$ cat config.mk
export PLATFORM = sky130hd
export DESIGN_NAME = hex_record_receiver_top_flat
export DESIGN_NICKNAME = d
export VERILOG_FILES = /design/src/rtl/hrr_pkg.sv /design/src/rtl/hrr_req_if.sv /design/src/rtl/hrr_rsp_if.sv /design/src/rtl/hex_record_receiver_top.sv /design/src/flat_wrapper.sv
export SDC_FILE = /design/constraint.sdc
export NUM_CORES = 1
export LEC_CHECK = 0
export BUFFER_PORTS_ARGS = -buffer_cell sky130_fd_sc_hd__clkbuf_2
export CAP_MARGIN = 20
export CORE_MARGIN = 2
export CORE_UTILIZATION = 37
export DETAILED_ROUTE_END_ITERATION = 8
export GPL_TIMING_DRIVEN = 1
export HOLD_SLACK_MARGIN = 0.03
export SYNTH_ARGS = -nofsm -noshare
export SYNTH_HDL_FRONTEND = slang
export SYNTH_SLANG_ARGS = --single-unit
$ cat constraint.sdc
create_clock -name clock -period 3.5 [get_ports clock]
set_input_delay 0.175 -clock clock [delete_from_list [all_inputs] [get_ports clock]]
set_output_delay 0.175 -clock clock [all_outputs]
set_load 0.02 [all_outputs]
$ cat src/rtl/hrr_pkg.sv
// ----------------------------------------------------------------------------
// hrr_pkg
// shared types, character codes and record layout for the hex record receiver
// ----------------------------------------------------------------------------
package hrr_pkg;

   // largest data length before a record is flagged too long
   localparam logic [7:0] MAX_DATA = 8'd16;

   // ascii codes
   localparam logic [7:0] CHAR_COLON   = 8'h3A;
   localparam logic [7:0] CHAR_ZERO    = 8'h30;
   localparam logic [7:0] CHAR_NINE    = 8'h39;
   localparam logic [7:0] CHAR_LOWER_A = 8'h61;
   localparam logic [7:0] CHAR_LOWER_F = 8'h66;
   localparam logic [7:0] CHAR_UPPER_A = 8'h41;
   localparam logic [7:0] CHAR_UPPER_F = 8'h46;
   localparam logic [7:0] DIGIT_TEN    = 8'd10;
   localparam logic [7:0] DIGIT_BAD    = 8'hFF;

   // byte positions inside a record
   localparam int unsigned POS_W = 9;
   localparam logic [POS_W-1:0] POS_COUNT   = 9'd0;
   localparam logic [POS_W-1:0] POS_ADDR_HI = 9'd1;
   localparam logic [POS_W-1:0] POS_ADDR_LO = 9'd2;
   localparam logic [POS_W-1:0] POS_TYPE    = 9'd3;
   localparam logic [POS_W-1:0] POS_DATA    = 9'd4;

   // result kinds
   localparam logic KIND_DATA = 1'b0;
   localparam logic KIND_END  = 1'b1;

   typedef struct packed {
      logic        kind;
      logic [15:0] byte_address;
      logic [7:0]  data_byte;
      logic [7:0]  record_type;
      logic [7:0]  byte_count;
      logic        checksum_ok;
      logic        too_long;
   } rsp_word_type;

   // hex digit value, anything else decodes to all ones
   function automatic logic [7:0] digit_value(input logic [7:0] c);
      logic [7:0] v;
      v = DIGIT_BAD;
      if (c >= CHAR_ZERO && c <= CHAR_NINE) begin
         v = c - CHAR_ZERO;
      end else if (c >= CHAR_LOWER_A && c <= CHAR_LOWER_F) begin
         v = c - CHAR_LOWER_A + DIGIT_TEN;
      end else if (c >= CHAR_UPPER_A && c <= CHAR_UPPER_F) begin
         v = c - CHAR_UPPER_A + DIGIT_TEN;
      end
      return v;
   endfunction

endpackage

$ cat src/rtl/hrr_req_if.sv
// ----------------------------------------------------------------------------
// hrr_req_if
// character channel into the hex record receiver, valid/ready handshake
// ----------------------------------------------------------------------------
interface hrr_req_if;
   logic       valid;
   logic       ready;
   logic [7:0] character;

   modport source (output valid, output character, input ready);
   modport sink   (input valid, input character, output ready);
endinterface

$ cat src/rtl/hrr_rsp_if.sv
// ----------------------------------------------------------------------------
// hrr_rsp_if
// result channel out of the hex record receiver, valid/ready handshake
// ----------------------------------------------------------------------------
interface hrr_rsp_if;
   logic        valid;
   logic        ready;
   logic        kind;
   logic [15:0] byte_address;
   logic [7:0]  data_byte;
   logic [7:0]  record_type;
   logic [7:0]  byte_count;
   logic        checksum_ok;
   logic        too_long;

   modport source (output valid, output kind, output byte_address, output data_byte,
                   output record_type, output byte_count, output checksum_ok,
                   output too_long, input ready);
   modport sink   (input valid, input kind, input byte_address, input data_byte,
                   input record_type, input byte_count, input checksum_ok,
                   input too_long, output ready);
endinterface

$ cat src/rtl/hex_record_receiver_top.sv
// ----------------------------------------------------------------------------
// hex_record_receiver_top
// decodes intel hex records one ascii character per word
// ----------------------------------------------------------------------------
// usage
//   req_if carries one received character per word. while idle a colon opens
//   a record and every other character is dropped. inside a record each pair
//   of characters is one byte: count, address high, address low, type, data
//   bytes, checksum.
//   rsp_if carries a data word (kind 0) for every data byte with its address,
//   and one end word (kind 1) after the checksum with type, count, checksum
//   status and a too_long flag for counts above MAX_DATA.
//   result path: a character waits in the input register, and its decode loads
//   the result register once that register is free, where the result is offered.
//   throughput: one character per cycle while the result sink does not stall,
//   set by the single decode stage between the input and result registers.
//   reset (synchronous) returns the decoder to idle and empties both
//   registers. when the result sink stalls, a held result blocks the decode
//   stage, the input register fills and req_if.ready then drops.
// ----------------------------------------------------------------------------
module hex_record_receiver_top (
   input  logic      clock,
   input  logic      reset,
   hrr_req_if.sink   req_if,
   hrr_rsp_if.source rsp_if
);
   import hrr_pkg::*;

   // input register
   logic       in_valid_ff, in_valid_in;
   logic [7:0] in_char_ff, in_char_in;

   // decoder state
   logic             in_record_ff, in_record_in;
   logic             low_next_ff, low_next_in;
   logic [3:0]       high_nibble_ff, high_nibble_in;
   logic [POS_W-1:0] pos_ff, pos_in;
   logic [7:0]       length_ff, length_in;
   logic [15:0]      address_ff, address_in;
   logic [7:0]       type_ff, type_in;
   logic [7:0]       sum_ff, sum_in;

   // result register
   logic         rsp_valid_ff, rsp_valid_in;
   rsp_word_type rsp_word_ff, rsp_word_in;

   logic             out_free;   // result register can take a new word
   logic             fire;       // decode the held character this cycle
   logic             emit;       // decode produces a result word
   logic             req_take;
   logic [7:0]       digit;
   logic [7:0]       byte_val;
   logic [POS_W-1:0] last_pos;
   logic [POS_W-1:0] data_offset;

   assign out_free = !rsp_valid_ff || rsp_if.ready;
   assign fire     = in_valid_ff && out_free;
   assign req_if.ready = !in_valid_ff || out_free;
   assign req_take = req_if.valid && req_if.ready;

   // decode stage
   always_comb begin
      in_record_in   = in_record_ff;
      low_next_in    = low_next_ff;
      high_nibble_in = high_nibble_ff;
      pos_in         = pos_ff;
      length_in      = length_ff;
      address_in     = address_ff;
      type_in        = type_ff;
      sum_in         = sum_ff;
      emit           = 1'b0;
      rsp_word_in    = '0;
      digit          = digit_value(in_char_ff);
      byte_val       = {high_nibble_ff, 4'b0000} | digit;
      last_pos       = {1'b0, length_ff} + POS_DATA;
      data_offset    = pos_ff - POS_DATA;

      if (fire) begin
         if (!in_record_ff) begin
            // hunt for the start code
            if (in_char_ff == CHAR_COLON) begin
               in_record_in = 1'b1;
               low_next_in  = 1'b0;
               pos_in       = POS_COUNT;
               sum_in       = '0;
            end
         end else if (!low_next_ff) begin
            high_nibble_in = digit[3:0];
            low_next_in    = 1'b1;
         end else begin
            low_next_in = 1'b0;
            if (pos_ff >= POS_DATA && pos_ff == last_pos) begin
               // checksum byte closes the record
               emit                     = 1'b1;
               rsp_word_in.kind         = KIND_END;
               rsp_word_in.byte_address = address_ff;
               rsp_word_in.record_type  = type_ff;
               rsp_word_in.byte_count   = length_ff;
               rsp_word_in.checksum_ok  = ((8'd0 - sum_ff) == byte_val);
               rsp_word_in.too_long     = (length_ff > MAX_DATA);
               in_record_in             = 1'b0;
               pos_in                   = POS_COUNT;
            end else begin
               sum_in = sum_ff + byte_val;
               pos_in = pos_ff + 1'b1;
               case (pos_ff)
                  POS_COUNT:   length_in = byte_val;
                  POS_ADDR_HI: address_in = {byte_val, address_ff[7:0]};
                  POS_ADDR_LO: address_in = {address_ff[15:8], byte_val};
                  POS_TYPE:    type_in = byte_val;
                  default: begin
                     emit                     = 1'b1;
                     rsp_word_in.kind         = KIND_DATA;
                     rsp_word_in.byte_address = address_ff + {7'd0, data_offset};
                     rsp_word_in.data_byte    = byte_val;
                  end
               endcase
            end
         end
      end
   end

   // register next values
   always_comb begin
      in_char_in = req_take ? req_if.character : in_char_ff;
      if (req_take) begin
         in_valid_in = 1'b1;
      end else if (fire) begin
         in_valid_in = 1'b0;
      end else begin
         in_valid_in = in_valid_ff;
      end
      rsp_valid_in = emit ? 1'b1 : (rsp_valid_ff && !rsp_if.ready);
   end

   // control state
   always_ff @(posedge clock) begin
      if (reset) begin
         in_valid_ff    <= 1'b0;
         rsp_valid_ff   <= 1'b0;
         in_record_ff   <= 1'b0;
         low_next_ff    <= 1'b0;
         high_nibble_ff <= '0;
         pos_ff         <= '0;
         length_ff      <= '0;
         address_ff     <= '0;
         type_ff        <= '0;
         sum_ff         <= '0;
      end else begin
         in_valid_ff    <= in_valid_in;
         rsp_valid_ff   <= rsp_valid_in;
         in_record_ff   <= in_record_in;
         low_next_ff    <= low_next_in;
         high_nibble_ff <= high_nibble_in;
         pos_ff         <= pos_in;
         length_ff      <= length_in;
         address_ff     <= address_in;
         type_ff        <= type_in;
         sum_ff         <= sum_in;
      end
   end

   // payload registers
   always_ff @(posedge clock) begin
      in_char_ff <= in_char_in;
      if (emit) begin
         rsp_word_ff <= rsp_word_in;
      end
   end

   // result channel
   assign rsp_if.valid        = rsp_valid_ff;
   assign rsp_if.kind         = rsp_word_ff.kind;
   assign rsp_if.byte_address = rsp_word_ff.byte_address;
   assign rsp_if.data_byte    = rsp_word_ff.data_byte;
   assign rsp_if.record_type  = rsp_word_ff.record_type;
   assign rsp_if.byte_count   = rsp_word_ff.byte_count;
   assign rsp_if.checksum_ok  = rsp_word_ff.checksum_ok;
   assign rsp_if.too_long     = rsp_word_ff.too_long;

endmodule

$ cat src/flat_wrapper.sv
// flat-port wrapper written by rule: the top's interface ports become plain ports
module hex_record_receiver_top_flat import hrr_pkg::*;
  (clock, reset, req_if_valid, req_if_character, req_if_ready, rsp_if_valid, rsp_if_kind, rsp_if_byte_address, rsp_if_data_byte, rsp_if_record_type, rsp_if_byte_count, rsp_if_checksum_ok, rsp_if_too_long, rsp_if_ready);
  hrr_req_if req_if_i ();
  hrr_rsp_if rsp_if_i ();
  input  logic clock;
  input  logic reset;
  input wire logic [$bits(req_if_i.valid)-1:0] req_if_valid;
  input wire logic [$bits(req_if_i.character)-1:0] req_if_character;
  output wire logic [$bits(req_if_i.ready)-1:0] req_if_ready;
  output wire logic [$bits(rsp_if_i.valid)-1:0] rsp_if_valid;
  output wire logic [$bits(rsp_if_i.kind)-1:0] rsp_if_kind;
  output wire logic [$bits(rsp_if_i.byte_address)-1:0] rsp_if_byte_address;
  output wire logic [$bits(rsp_if_i.data_byte)-1:0] rsp_if_data_byte;
  output wire logic [$bits(rsp_if_i.record_type)-1:0] rsp_if_record_type;
  output wire logic [$bits(rsp_if_i.byte_count)-1:0] rsp_if_byte_count;
  output wire logic [$bits(rsp_if_i.checksum_ok)-1:0] rsp_if_checksum_ok;
  output wire logic [$bits(rsp_if_i.too_long)-1:0] rsp_if_too_long;
  input wire logic [$bits(rsp_if_i.ready)-1:0] rsp_if_ready;
  assign req_if_i.valid = req_if_valid;
  assign req_if_i.character = req_if_character;
  assign req_if_ready = req_if_i.ready;
  assign rsp_if_valid = rsp_if_i.valid;
  assign rsp_if_kind = rsp_if_i.kind;
  assign rsp_if_byte_address = rsp_if_i.byte_address;
  assign rsp_if_data_byte = rsp_if_i.data_byte;
  assign rsp_if_record_type = rsp_if_i.record_type;
  assign rsp_if_byte_count = rsp_if_i.byte_count;
  assign rsp_if_checksum_ok = rsp_if_i.checksum_ok;
  assign rsp_if_too_long = rsp_if_i.too_long;
  assign rsp_if_i.ready = rsp_if_ready;
  hex_record_receiver_top u_core (.clock(clock), .reset(reset), .req_if(req_if_i), .rsp_if(rsp_if_i));
endmodule
==> metrics.txt <==
Worst Setup Path Type=reg -> reg; Post-route DRC=0; drt first pass iters=4; Required @ worst endpoint=3.73 ns; number of synthesized register bits=108; Int Power=slightly below 2 mW; Area Growth Syn to Fin=18.8%; worst skew pair latency=around 0.35 ns; largest cells by area after synthesis=edfxtp_1 (26%), dfxtp_1 (19%), ha_1 (7.5%), mux2i_1 (5.7%), nor2_1 (4.7%); largest net degree at the start of global routing=between 40 and 50; CP startpoint=u_core.in_char_ff[0]$_DFFE_PP_; Initial Util=a little under two fifths; n_diodes=0; pre-CTS worst setup slack=-0.0759 ns; yosys warns=0; First DRT Iteration DRCs=about 380; peak supply drop=0.235 mV; Tmin final=3.29 ns; clock sink total=108; Finish-stage setup viols=0; most frequent cell after synthesis=nor2_1; fin cells=about 900; Worst EP arrival=roughly 3.5 ns; Synth top area share=about a quarter; HP Start=req_if_valid; # fillers=around 1,500; Sequential Power Share=53.5%; Post-Syn Area=5970 sq um; Worst Max-Slew Pin Slew=0.667 ns; DIE AREA=17,200 sq um; Power Density=about 350 nW/um^2; DP Area=around 6600 sq um; crit path max fanout=5; Slew headroom=55.5%; status=completed; Post-synth EDFFs=between 50 and 60; Hold EP=u_core.in_valid_ff$_SDFFE_PP0P_; CTS Buf Count=9; Synth Net Count=651; I/O pin count=57; prevailing post-synth register cell=dfxtp_1; leak pwr=around 3.0 nW; clock tree buffer depth=2; initial antenna violation count=0; Switching Share=~23%; Design Area, Final=7090 sq um; max-slew violations=0; CP max-delay cell=edfxtp_1; cell taking the most area after synthesis=edfxtp_1; dpl hpwl=roughly 10,000 um; Total GRT Usage=between 10% and 20%; register area=2670 sq um; CTS clock-pin slew for the worst setup and hold paths=about 0.07 ns; fmax=~300 MHz; vias in the first global route=~4,400; setup slack, reg-to-reg=a little over 0.2 ns; endpoint class of the critical path=register; root buffer cell=clkbuf_16; max incr delay on CP=between 0.4 and 0.5 ns; RR Endpoint=u_core.sum_ff[7]$_SDFFE_PP0P_; Pwr Total=2.49 mW; Hold Fails Final Rpt=0; Hold Path Cell Cnt=3; Synth async-reset ratio=0%; H-Tree Depth=3; Tcrit/Tclk final=between 90% and 100%; most frequent cells after synthesis=nor2_1 (75), dfxtp_1 (57), edfxtp_1 (51); port buffer count=between 50 and 60; FF-to-FF Start=u_core.in_char_ff[0]$_DFFE_PP_; Post-Syn Area per Cell=9.94 sq um; core area=about 16,000 sq um; RD Place Congestion=roughly 0.86; WL/cell=16.0 um; clock skew=0.00724 ns; Clock power frac=39.7%; share of layout cells above drive strength 1=19.8%; GRT overflow=0; crit path cell chain=ha_4, nor4b_4, nand2b_4, a211o_2, nand2_4, a22oi_4, ha_1, a21o_1, a21oi_1, nor2b_1, o21a_1, o41ai_2, xor2_1, nor4_1, nand3b_1; sw power=around 0.57 mW; Site Rows=between 40 and 50; first-pass GRT wire length=approximately 23,000 um; area of the multi-input gates=around 3200 sq um; post-route antenna net violation count=0; Vias=4,652; setup TNS=0 ns; post-synthesis sequential area ratio=44.7%; Horiz. Die Dim=~130 um; Logic pwr share=6.7%; Setup WS post-layout=0.205 ns; vias per cell=roughly 5; Nets=733; Worst Reg-to-Reg Cells=15; max cap viols=0; CTS tree=done; final wirelength=~14,000 um; Synth cell types=67; Placed Cells incl. Taps=~900; post-synthesis instance total=601; Hold Path Class=in -> reg; Startpoint Class=register; die height=131 um
## layout by cell type (no fill, tap or decap), drive strengths merged, types with 4 or more instances in the layout
| cell | netlist | layout |
|---|---|---|
| ha | 36 | 36 |
| xnor2 | 27 | 27 |
| inv | 25 | 26 |
| mux2i | 34 | 34 |
| a21oi | 36 | 36 |
| o21ai | 18 | 18 |
| buf | 9 | 31 |
| nor2b | 9 | 9 |
| a21o | 7 | 7 |
| xor2 | 20 | 20 |
| nor4 | 6 | 6 |
| and2 | 22 | 22 |
| nand3 | 19 | 19 |
| nand2b | 5 | 5 |
| o21bai | 5 | 5 |
| clkbuf | 15 | 69 |
| nand2 | 42 | 42 |
| nor3 | 16 | 16 |
| dlygate4sd3 | 0 | 8 |
| or3 | 9 | 9 |
| nor2 | 76 | 76 |
| a211oi | 4 | 4 |
| nand3b | 4 | 4 |
| edfxtp | 51 | 51 |
| dfxtp | 57 | 57 |
## power by group through the flow
stage	Sequential [mW]	Clock, mW	Combinational (mW)
after detailed placement	1.36	0	0.143
after CTS	1.33	1.01	0.152
after global routing	1.33	1.05	0.181
final	1.33	0.988	0.168
after floorplan	1.36	0	0.0862
after global placement	1.36	0	0.143
## area by class of cell
class	instances	area share (%)
Clock buffer	13	3.69
Clock inverter	3	0.282
Multi-Input combinational cell	444	44.7
Timing Repair Buffer	95	8.54
Tap cell	216	3.81
Sequential cell	108	37.7
Inverter	25	1.32
## worst max-delay path by stage
stage                     depth (start not counted)  slack [ns]                            end
after floorplan                                  18        0.02  u_core.sum_ff[6]$_SDFFE_PP0P_
after global placement                           18        0.14  u_core.sum_ff[6]$_SDFFE_PP0P_
after detailed placement                         18       -0.08  u_core.sum_ff[6]$_SDFFE_PP0P_
after CTS                                        17        0.04  u_core.sum_ff[6]$_SDFFE_PP0P_
after global routing                             18       -0.08  u_core.sum_ff[6]$_SDFFE_PP0P_
final                                            15        0.21  u_core.sum_ff[7]$_SDFFE_PP0P_
## state kept, by name (all words and copies together) (netlist names), 8 cells and up
signal	cells
u_core.in_char_ff	8
u_core.rsp_if.record_type	8
u_core.address_ff	16
u_core.pos_ff	9
u_core.rsp_if.byte_count	8
u_core.type_ff	8
u_core.length_ff	8
u_core.rsp_if.data_byte	8
u_core.sum_ff	8
u_core.rsp_if.byte_address	16
## metal layers
metal | vias up | GRT usage (%) | share of wire, %
met3 | 24 | 3.17 | 3.5
met4 | 0 | 6.45 | 2.4
li1 | 2280 | - | -
met1 | 2248 | 21.4 | 44
met5 | - | 0 | 0
met2 | 100 | 29.4 | 50
## cells by family after synthesis
group           Yosys count  share of synthesized area (%)
fa+ha+maj                38                           8.21
compound gates          101                           12.0
simple gates            222                           18.6
buf+inv                  49                           3.48
mux                      36                           6.07
xor+xnor                 47                           6.89
flops                   108                           44.7
## through the flow
| step | utilization [%] | hold slack, ns |
|---|---|---|
| finish | 44.8 | 0.0451 |
| global route | 44.8 | 0.0421 |
| CTS | 44.1 | 0.0373 |
| detailed placement | 41.8 | 0.354 |
| global placement | 41.8 | 0.351 |
| floorplan | - | 0.274 |
## worst max-delay path: cells and delay by family, from the launching register on
| family | cells | cell delay, ns |
|---|---|---|
| AOI/OAI and AO/OA | 6 | 1.08 |
| and+or+nand+nor | 6 | 0.91 |
| DFF | 1 | 0.48 |
| adders and majority gates | 2 | 0.48 |
| xor gates and xnor gates | 1 | 0.22 |
## repair_timing
item	in CTS	in global routing
pin swaps	0	6
setup buffers	0	6
gates resized for setup	1	16
hold buffers	8	0
endpoints found under the hold margin	8	0
endpoints found under the setup margin	1	3
(Power assumes the default switching activity.)
